<file path="config.mk">
export PLATFORM = sky130hd
export DESIGN_NAME = hmi_frame_receiver
export DESIGN_NICKNAME = d
export VERILOG_FILES = /design/src/sv/hmifr_pkg.sv /design/src/sv/hmi_frame_receiver.sv /design/src/sv/hmifr_parser.sv
export SDC_FILE = /design/constraint.sdc
export NUM_CORES = 1
export LEC_CHECK = 0
export ABC_AREA = 1
export ABC_CLOCK_PERIOD_IN_PS = 5100
export BUFFER_PORTS_ARGS = -buffer_cell sky130_fd_sc_hd__buf_2
export CAP_MARGIN = 20
export CELL_PAD_IN_SITES_DETAIL_PLACEMENT = 1
export CELL_PAD_IN_SITES_GLOBAL_PLACEMENT = 1
export CORE_MARGIN = 2
export CORE_UTILIZATION = 55
export DETAILED_ROUTE_END_ITERATION = 12
export MAX_ROUTING_LAYER = met4
export PLACE_DENSITY_LB_ADDON = 0.1
export REMOVE_ABC_BUFFERS = 1
export SYNTH_ARGS = -nofsm -noshare
export SYNTH_HDL_FRONTEND = slang
export SYNTH_SLANG_ARGS = --single-unit
</file>
<file path="constraint.sdc">
create_clock -name i_clk -period 5.1 [get_ports i_clk]
set_input_delay 1.02 -clock i_clk [delete_from_list [all_inputs] [get_ports i_clk]]
set_output_delay 1.02 -clock i_clk [all_outputs]
set_load 0.1 [all_outputs]
</file>
<file path="src/sv/hmifr_pkg.sv">
`timescale 1ns / 1ps
`default_nettype none

package hmifr_pkg;

    // Word store depth and the index width that addresses it
    localparam int          MAX_WORDS   = 32;
    localparam int          IDX_W       = (MAX_WORDS > 1) ? $clog2(MAX_WORDS) : 1;
    localparam logic [7:0]  MAX_WORDS_B = 8'(MAX_WORDS);

    // Register reset values
    localparam logic [7:0]  HDR_FIRST_RST  = 8'd90;
    localparam logic [7:0]  HDR_SECOND_RST = 8'd165;
    localparam logic [7:0]  REPLY_CODE_RST = 8'd131;

    typedef logic [IDX_W-1:0] t_word_idx;

    typedef enum logic [1:0] {
        CFG_HEADER_FIRST    = 2'd0,
        CFG_HEADER_SECOND   = 2'd1,
        CFG_READ_REPLY_CODE = 2'd2,
        CFG_UNUSED          = 2'd3
    } t_cfg_index;

    typedef enum logic [1:0] {
        PH_HUNT_FIRST  = 2'd0,
        PH_HUNT_SECOND = 2'd1,
        PH_LENGTH      = 2'd2,
        PH_PAYLOAD     = 2'd3
    } t_phase;

    typedef enum logic [1:0] {
        SQ_IDLE = 2'd0,
        SQ_EVAL = 2'd1,
        SQ_READ = 2'd2,
        SQ_LOAD = 2'd3
    } t_seq_state;

    typedef struct packed {
        logic [7:0] header_first;
        logic [7:0] header_second;
    } t_hdr_cfg;

    typedef struct packed {
        logic [7:0]  command;
        logic [15:0] start_address;
        logic [7:0]  word_total;
        logic [7:0]  bytes_taken;
    } t_frame_info;

endpackage

`default_nettype wire

</file>
<file path="src/sv/hmi_frame_receiver.sv">
// A received byte is taken while the sequencer is idle; mid-frame bytes stream at one per cycle.
// After the byte that ends a frame, an evaluation state checks it; then each stored word
// passes a read state (store read) and a load state (output load, held on output stall)
// via the single read port and address adder. Input ready stays low after the frame's
// last byte until the last result is loaded, or until the frame is discarded unanswered.
// Reset (synchronous, active low) clears parser state, config and sequencer registers and the output valid.
`timescale 1ns / 1ps
`default_nettype none

module hmi_frame_receiver
    import hmifr_pkg::*;
(
    input  wire logic        i_clk,
    input  wire logic        i_rst_n,
    input  wire logic        i_cfg_we,
    input  wire logic [1:0]  i_cfg_index,
    input  wire logic [7:0]  i_cfg_data,
    input  wire logic        i_s_axis_tvalid,
    output logic             o_s_axis_tready,
    input  wire logic [7:0]  i_s_axis_tdata,   // [7:0] rx_byte
    output logic             o_m_axis_tvalid,
    input  wire logic        i_m_axis_tready,
    output logic [31:0]      o_m_axis_tdata,   // [15:0] word_address, [31:16] word_value
    output logic             o_m_axis_tuser,   // [0] frame_dropped
    output logic             o_m_axis_tlast
);

    t_hdr_cfg    r_hdr;
    logic [7:0]  r_reply_code;

    t_seq_state  r_seq, n_seq;
    t_word_idx   r_idx, n_idx;

    logic        r_out_valid, n_out_valid;
    logic [31:0] r_out_data, n_out_data;
    logic        r_out_drop, n_out_drop;
    logic        r_out_last, n_out_last;

    logic        in_xfer;
    logic        frame_end;
    t_frame_info info;
    logic [15:0] rd_data;

    logic        out_free;
    logic        cmd_match;
    logic        bad_count;
    logic [9:0]  need_bytes;
    logic [7:0]  idx_ext;
    logic        is_last;
    logic        load_drop;
    logic        load_word;

    always_ff @(posedge i_clk) begin
        if (!i_rst_n) begin
            r_hdr.header_first  <= HDR_FIRST_RST;
            r_hdr.header_second <= HDR_SECOND_RST;
            r_reply_code        <= REPLY_CODE_RST;
        end else if (i_cfg_we) begin
            case (t_cfg_index'(i_cfg_index))
                CFG_HEADER_FIRST:    r_hdr.header_first  <= i_cfg_data;
                CFG_HEADER_SECOND:   r_hdr.header_second <= i_cfg_data;
                CFG_READ_REPLY_CODE: r_reply_code        <= i_cfg_data;
                default: ;
            endcase
        end
    end

    assign o_s_axis_tready = (r_seq == SQ_IDLE);
    assign in_xfer         = i_s_axis_tvalid && o_s_axis_tready;

    hmifr_parser u_parser (
        .i_clk       (i_clk),
        .i_rst_n     (i_rst_n),
        .i_hdr       (r_hdr),
        .i_byte_valid(in_xfer),
        .i_byte      (i_s_axis_tdata),
        .o_frame_end (frame_end),
        .o_info      (info),
        .i_rd_idx    (r_idx),
        .o_rd_data   (rd_data)
    );

    assign out_free   = !r_out_valid || i_m_axis_tready;
    assign cmd_match  = (info.command == r_reply_code);
    assign need_bytes = {1'b0, info.word_total, 1'b0} + 10'd4;
    assign bad_count  = (info.bytes_taken < 8'd4) || (info.word_total > MAX_WORDS_B)
                     || (need_bytes > {2'b00, info.bytes_taken});
    assign idx_ext    = {{(8-IDX_W){1'b0}}, r_idx};
    assign is_last    = ((idx_ext + 8'd1) == info.word_total);
    assign load_drop  = (r_seq == SQ_EVAL) && cmd_match && bad_count && out_free;
    assign load_word  = (r_seq == SQ_LOAD) && out_free;

    always_comb begin
        n_seq = r_seq;
        case (r_seq)
            SQ_IDLE: begin
                if (in_xfer && frame_end) n_seq = SQ_EVAL;
            end
            SQ_EVAL: begin
                if (!cmd_match) begin
                    n_seq = SQ_IDLE;
                end else if (bad_count) begin
                    if (out_free) n_seq = SQ_IDLE;
                end else if (info.word_total == 8'd0) begin
                    n_seq = SQ_IDLE;
                end else begin
                    n_seq = SQ_READ;
                end
            end
            SQ_READ: begin
                n_seq = SQ_LOAD;
            end
            SQ_LOAD: begin
                if (out_free) n_seq = is_last ? SQ_IDLE : SQ_READ;
            end
            default: begin
                n_seq = SQ_IDLE;
            end
        endcase
    end

    always_comb begin
        n_idx       = r_idx;
        n_out_valid = r_out_valid;
        n_out_data  = r_out_data;
        n_out_drop  = r_out_drop;
        n_out_last  = r_out_last;
        if (r_seq == SQ_IDLE) n_idx = '0;
        if (r_out_valid && i_m_axis_tready) n_out_valid = 1'b0;
        if (load_drop) begin
            n_out_valid = 1'b1;
            n_out_data  = 32'd0;
            n_out_drop  = 1'b1;
            n_out_last  = 1'b1;
        end
        if (load_word) begin
            n_out_valid = 1'b1;
            n_out_data  = {rd_data, info.start_address + {8'd0, idx_ext}};
            n_out_drop  = 1'b0;
            n_out_last  = is_last;
            n_idx       = r_idx + t_word_idx'(1);
        end
    end

    always_ff @(posedge i_clk) begin
        if (!i_rst_n) begin
            r_seq       <= SQ_IDLE;
            r_idx       <= '0;
            r_out_valid <= 1'b0;
        end else begin
            r_seq       <= n_seq;
            r_idx       <= n_idx;
            r_out_valid <= n_out_valid;
        end
    end

    always_ff @(posedge i_clk) begin
        r_out_data <= n_out_data;
        r_out_drop <= n_out_drop;
        r_out_last <= n_out_last;
    end

    assign o_m_axis_tvalid = r_out_valid;
    assign o_m_axis_tdata  = r_out_data;
    assign o_m_axis_tuser  = r_out_drop;
    assign o_m_axis_tlast  = r_out_last;

endmodule

`default_nettype wire

</file>
<file path="src/sv/hmifr_parser.sv">
`timescale 1ns / 1ps
`default_nettype none

module hmifr_parser
    import hmifr_pkg::*;
(
    input  wire logic        i_clk,
    input  wire logic        i_rst_n,
    input  wire t_hdr_cfg    i_hdr,
    input  wire logic        i_byte_valid,
    input  wire logic [7:0]  i_byte,
    output logic             o_frame_end,
    output t_frame_info      o_info,
    input  wire t_word_idx   i_rd_idx,
    output logic [15:0]      o_rd_data
);

    t_phase      r_phase, n_phase;
    logic [7:0]  r_frame_length, n_frame_length;
    logic [7:0]  r_bytes_taken, n_bytes_taken;
    logic [7:0]  r_command, n_command;
    logic [15:0] r_start, n_start;
    logic [7:0]  r_total, n_total;
    logic [7:0]  r_pending, n_pending;

    logic [15:0] r_store [MAX_WORDS];
    logic [15:0] r_rd_data;

    logic [7:0]  bt_inc;
    logic [7:0]  wr_full;
    logic        store_we;

    // bytes_taken saturates at 255
    assign bt_inc      = (r_bytes_taken == 8'hFF) ? 8'hFF : r_bytes_taken + 8'd1;
    assign o_frame_end = i_byte_valid && (r_phase == PH_PAYLOAD) && (bt_inc >= r_frame_length);

    // word index of a low byte: (k - 5) / 2
    assign wr_full  = (r_bytes_taken - 8'd5) >> 1;
    assign store_we = i_byte_valid && (r_phase == PH_PAYLOAD) && (r_bytes_taken > 8'd3)
                   && r_bytes_taken[0] && (wr_full < MAX_WORDS_B);

    always_comb begin
        n_phase = r_phase;
        if (i_byte_valid) begin
            case (r_phase)
                PH_HUNT_FIRST: begin
                    if (i_byte == i_hdr.header_first) n_phase = PH_HUNT_SECOND;
                end
                PH_HUNT_SECOND: begin
                    n_phase = (i_byte == i_hdr.header_second) ? PH_LENGTH : PH_HUNT_FIRST;
                end
                PH_LENGTH: begin
                    n_phase = PH_PAYLOAD;
                end
                PH_PAYLOAD: begin
                    if (bt_inc >= r_frame_length) n_phase = PH_HUNT_FIRST;
                end
                default: begin
                    n_phase = PH_HUNT_FIRST;
                end
            endcase
        end
    end

    always_comb begin
        n_frame_length = r_frame_length;
        n_bytes_taken  = r_bytes_taken;
        n_command      = r_command;
        n_start        = r_start;
        n_total        = r_total;
        n_pending      = r_pending;
        if (i_byte_valid && (r_phase == PH_LENGTH)) begin
            n_frame_length = i_byte;
            n_bytes_taken  = 8'd0;
        end
        if (i_byte_valid && (r_phase == PH_PAYLOAD)) begin
            n_bytes_taken = bt_inc;
            case (r_bytes_taken)
                8'd0: n_command = i_byte;
                8'd1: n_start   = {i_byte, r_start[7:0]};
                8'd2: n_start   = {r_start[15:8], i_byte};
                8'd3: n_total   = i_byte;
                default: begin
                    if (!r_bytes_taken[0]) n_pending = i_byte;
                end
            endcase
        end
    end

    always_ff @(posedge i_clk) begin
        if (!i_rst_n) begin
            r_phase        <= PH_HUNT_FIRST;
            r_frame_length <= 8'd0;
            r_bytes_taken  <= 8'd0;
            r_command      <= 8'd0;
            r_start        <= 16'd0;
            r_total        <= 8'd0;
            r_pending      <= 8'd0;
        end else begin
            r_phase        <= n_phase;
            r_frame_length <= n_frame_length;
            r_bytes_taken  <= n_bytes_taken;
            r_command      <= n_command;
            r_start        <= n_start;
            r_total        <= n_total;
            r_pending      <= n_pending;
        end
    end

    always_ff @(posedge i_clk) begin
        if (store_we) r_store[wr_full[IDX_W-1:0]] <= {r_pending, i_byte};
        r_rd_data <= r_store[i_rd_idx];
    end

    assign o_rd_data            = r_rd_data;
    assign o_info.command       = r_command;
    assign o_info.start_address = r_start;
    assign o_info.word_total    = r_total;
    assign o_info.bytes_taken   = r_bytes_taken;

endmodule

`default_nettype wire

</file>
Word level (Yosys, flattened, before mapping). Memory sizes are Yosys's and may differ from the RTL's. A register that Yosys moved wholly into a read port is not among the register bits. Index checks and enable logic that the tools add are counted.

Add/subtract/negate cells: 6. Reductions and logical operators: 37. Bitwise gates (word level): 4. Magnitude comparators: 6. Eq/ne operators: 21. Multiplexer cells: 27.

Operator list (count): $mux W32 (2); $pmux W16 S2 (1); $eq A8 B8 Y1 (3); $mux W8 (3); $mux W2 (10); $add A16 B5 Y16 (1); $eq A8 B2 Y1 const B (2); $logic_not A8 Y1 (2); $pmux W2 S4 (2); $reduce_and A3 Y1 (5); $logic_and A1 B1 Y1 (13); $add A9 B3 Y10 const B (1); $eq A2 B2 Y1 const B (5); $gt A10 B8 Y1 (1); $mux W5 (2); $reduce_and A2 Y1 (5); $add A8 B1 Y8 const B (1); $eq A6 B8 Y1 (1); $eq A8 B1 Y1 const B (1); $eq A8 B8 Y1 const B (1); $ge A8 B8 Y1 (1); $gt A8 B2 Y1 const B (1); $gt A8 B6 Y1 const B (1); $lt A8 B3 Y1 const B (1); other kinds (16) (35).

Memory bits (writable): 512. Register bits: 124. Memories kept: 1.

Memory list: u_parser.r_store (words 32, width 16, read ports 1, clocked after memory_dff 1, write ports 1, line hmifr_parser.sv:26) `logic [15:0] r_store [MAX_WORDS];`.

Logic depth before layout (Yosys ltp).
Word-level depth: 8. Gate-level depth with buffers: 18. Gate-level depth less buffers: 18.

By module. From an unflattened synthesis, not the netlist that was laid out.

Cell total of the unflattened synthesis: 2323. Area, all modules: 27386.3 um2.

Modules (own cells, without submodules): hmifr_parser (area each 23933.0 um2, instances 1, cells each 1885); hmi_frame_receiver (area each 3453.3 um2, instances 1, cells each 438).

Worst setup path before layout. No wires, ideal clock.

Kind: input port to flip-flop. From: in i_s_axis_tvalid. To: mem u_parser.r_store[10][0] (enable). Buffers on the path: 0. Stages on the path: 8. Path slack: 2.181 ns. Setup time: 0.388 ns. Required time: 4.712 ns. Arrival: 2.531 ns. Cell sequence: nand2_4 -> nor2_8 -> inv_2 -> nor3_2 -> nand3_2 -> nor2_2 -> nand2_2 -> nor2_1.

Cells in the longest elaborated chain, start to end: 7.

RTL lines: start, declared (line hmi_frame_receiver.sv:18) `input wire logic i_s_axis_tvalid,`; $logic_and A1 B1 Y1 (line hmi_frame_receiver.sv:69) `assign in_xfer = i_s_axis_tvalid && o_s_axis_tready;`; $logic_and A1 B1 Y1 (2 in series) (line hmifr_parser.sv:39) `assign store_we = i_byte_valid && (r_phase == PH_PAYLOAD) && (r_bytes_taken > 8'd3)`; $logic_and A1 B1 Y1 (2 in series) (line hmifr_parser.sv:40) `&& r_bytes_taken[0] && (wr_full < MAX_WORDS_B);`; $mux W1 (line hmifr_parser.sv:111) `if (store_we) r_store[wr_full[IDX_W-1:0]] <= {r_pending, i_byte};`; $mux W1 (implied by the code) (line hmifr_parser.sv:111); end, declared (line hmifr_parser.sv:26).

No other way between the ends.

Worst setup path in the final report.
From: reg r_idx[1]. To: reg r_out_data[12], in the netlist o_m_axis_tdata[12] (data pin).

Cells in the longest elaborated chain, start to end: 2.

RTL lines: start, declared (line hmi_frame_receiver.sv:32) `t_word_idx r_idx, n_idx;`; start signal, assigned (line hmi_frame_receiver.sv:152) `r_idx <= n_idx;`; $add A16 B5 Y16 (line hmi_frame_receiver.sv:138) `n_out_data = {rd_data, info.start_address + {8'd0, idx_ext}};`; $mux W32 (line hmi_frame_receiver.sv:136) `if (load_word) begin`; end signal, assigned (line hmi_frame_receiver.sv:158) `r_out_data <= n_out_data;`; end, declared (line hmi_frame_receiver.sv:35) `logic [31:0] r_out_data, n_out_data;`.

No other way between the ends. A chain may end at the register's enable or synchronous reset.

==> summary.md <==
| Metric | Value |
|---|---|
| Min Hold Slack | 0.4725 ns |
| CTS tree | built |
| Leading register cell type out of synthesis | edfxtp_1 |
| Global-route wire length before repair | ~120000 µm |
| Grt ovf | 0 |
| Post-CTS sizing | 0 |
| CTS buffer count | 68 |
| CP startpoint | r_idx[1] |
| DP HPWL | slightly below 50000 µm |
| CP Launch Type | register |
| CTS root buf | clkbuf_16 |
| Nets | 2340 |
| Core area | approximately 0.048 mm² |
| Hold Path Cell Cnt | 2 |
| Antenna violations before repair | 0 |
| Fillers | 4818 |
| Static Leakage | 9.546 nW |
| Crit Reg-Reg Startpoint | r_idx[1] |
| Worst-margin pin slew | approximately 1.2 ns |
| Most frequent cells in the layout | edfxtp_1 (545), nor2_1 (426), o21ai_0 (342) |
| # diodes | 0 |
| CP endpoint | o_m_axis_tdata[12] |
| Final period util | 64.00% |
| Layout cell share with drive strength beyond 1 | between 10% and 20% |
| Reg area | between 0.015 and 0.02 mm² |
| Die area | around 0.05 mm² |
| Reg2Reg Setup Slack | around 1.8 ns |
| Vias in the first global route | between 15000 and 20000 |
| Met1 GRT Util | between 40% and 50% |
| Critical Path RT | ~5.5 ns |
| Die Wd | ~220 µm |
| Setup CP Type | reg -> reg |
| Most common cell after layout, fill and taps aside | edfxtp_1 |
| Grt met3 use | 4.538% |
| Fin crit period | approximately 3.3 ns |
| Final core utilization | between 60% and 70% |
| Hold buffers post-CTS | 0 |
| Slew margin rel. | 20.83% |
| Worst IR drop on VDD | roughly 330 µV |
| Hold Vio Cnt, Final | 0 |
| Initial DRC count | 1715 |
| Clk buf depth | 3 |
| First-pass DRT Iterations | 5 |
| Clock Latency Late Sink | about 0.62 ns |
| RSZ-0062 raised after global routing | no |
| Via density | ~6.3 |
| Die Span Y | roughly 220 µm |
| Post-synth ARST share | 0% |
| Crit path DAT | between 3 and 4 ns |
| # rows | 80 |
| Register area share after synthesis | a little over two thirds |
| Worst Setup End Kind | register |
| Post-synth EDFFs | 545 |
| Mapped Avg Cell Area | 11.76 µm² |
| CTS clk-pin slew, worst paths | around 0.060 ns |
| GRT Total Usage | roughly 33% |
| #FFs+latches synth | 652 |
| Setup TNS | 0 ns |
| Outcome | finished, final reports clean |
| Clock skew | between 0.02 and 0.025 ns |
| Non-Filler Instances | around 3000 |
| Dpl cells | roughly 2800 |
| Maximum clock frequency | ~310 MHz |
| CTS sink count | roughly 650 |
| Synth unique cells | approximately 50 |
| Multi-input logic area | approximately 0.0070 mm² |
| Routability Congestion | roughly 0.86 |
| Ports | ~60 |
| DRC | 0 |
| Initial Util | 55.67% |
| R2r endpoint | o_m_axis_tdata[12] |
| PwrDens | ~360 mW/mm² |
| Wire length per cell after detailed routing | ~27 µm |
| Crit path max fanout | 90 |
| Synth warn | 0 |
| Antenna-violating nets left | 0 |
| Largest net degree at the start of global routing | ~160 |
| Max Slew Vio Count | 0 |
| HP Start | u_parser.r_frame_length[6] |
| Mapped Cells | 2256 |
| Final wirelength | a little over 80000 µm |
| R2R cell count | 14 |
| Synthesized area | roughly 0.027 mm² |
| Global-route met2 utilization | between 50% and 60% |
| Port buffer count | between 50 and 60 |
| Busiest layer in global routing | met2 |
| Hold Path Class | reg -> reg |
| Via count | ~19000 |
| Area Overhead vs Synth | 11.04% |
| Maxcap violations | 0 |
| Htree depth | 3 |
| Setup Fix Bufs, Post-CTS | 0 |
| Final setup fails | 0 |
kinds of logic after synthesis:
kind of cell / synth area share, %
buffers and inverters: 4.010
adder cells (fa/ha/maj): 1.349
AO/OA/AOI/OAI: 13.69
flip-flops: 69.78
XOR/XNOR: 0.5944
AND/OR/NAND/NOR: 10.58
cell type report:
type / count / share of cell area [%]
sequential: 652 / 62.90
multi-input combinational: 1348 / 23.75
clock buffer: 95 / 6.478
tap: 615 / 2.613
timing repair buffer: 94 / 2.073
inverter: 125 / 1.614
clock inverter: 26 / 0.5692
worst max-delay path, cell delays in order, from the launching register on:
cell and delay [ns]:
dfxtp_4 0.99, clkinv_2 0.25, fa_1 0.47, inv_1 0.11, nand3_1 0.08, nand2_1 0.10
nand2_1 0.06, inv_1 0.08, nor2_1 0.05, nor2_2 0.16, nand2_1 0.10, nor4_1 0.33
nand2_1 0.11, nand2_1 0.08, nor2_1 0.04
cell usage after synthesis (5+ instances only):
cell type | count | area (µm²)
a21oi_1 | 80 | 400.4
nor2_2 | 5 | 31.28
a32oi_1 | 15 | 131.4
o21ai_0 | 342 | 1712
buf_6 | 6 | 67.56
o22ai_1 | 33 | 206.5
xor2_1 | 13 | 113.9
clkbuf_1 | 85 | 319.1
nor2_1 | 442 | 1659
o21ai_1 | 14 | 70.07
nand3_1 | 60 | 300.3
buf_2 | 29 | 145.1
nand4_1 | 9 | 56.30
nor3_1 | 10 | 50.05
o221ai_1 | 96 | 840.8
xnor2_1 | 5 | 43.79
buf_4 | 5 | 37.54
inv_1 | 121 | 454.2
nand2_1 | 136 | 510.5
ha_1 | 27 | 337.8
buf_1 | 5 | 18.77
a31oi_1 | 17 | 106.4
edfxtp_1 | 545 | 16370
dfxtp_1 | 107 | 2142
o211ai_1 | 8 | 60.06
flip-flops by register name, indices dropped and copies added, names as in the netlist, named ones only:
name                     flops
r_hdr                       16
u_parser.r_phase             1
o_m_axis_tvalid              1
r_idx                        5
u_parser.o_rd_data          16
u_parser.r_command           8
o_m_axis_tdata              32
o_m_axis_tuser               1
u_parser.r_frame_length      8
u_parser.r_total             8
r_seq                        2
u_parser.r_bytes_taken       8
u_parser.r_start            16
u_parser.r_pending           8
o_m_axis_tlast               1
u_parser.r_store           512
r_reply_code                 8
worst min path at each step:
stage	slack (ns)	end
finish	0.47	u_parser.r_frame_length[6]
global route	0.51	u_parser.r_command[0]
CTS	0.47	u_parser.r_frame_length[6]
detailed placement	0.46	u_parser.r_frame_length[6]
global placement	0.45	u_parser.r_frame_length[6]
floorplan	0.43	u_parser.r_frame_length[5]
per-layer routing:
metal  wire length [µm]  part of all wire (%)
met1              31910                    40
met2              40350                    50
met3               5013                   6.2
met4               3414                   4.2
met5                  0                     0
report_power, final:
part / leakage, nW / internal [mW] / total [mW] / switching (mW)
sequential: 5.24 / 5.73 / 5.74 / 0.00667
clock: 1.02 / 2.67 / 4.71 / 2.04
combinational: 3.29 / 0.0280 / 0.139 / 0.111
stage by stage:
step                      power, mW  instance area, µm²  setup slack [ns]
final                         10.59               29450             1.836
after global routing          10.80               29450             1.512
after global placement        5.983               27360             1.705
after floorplan               5.897               25930            -3.576
after detailed placement      5.989               27360             1.573
after CTS                     10.63               29430             1.737
Power figures use the tool's default switching activity.
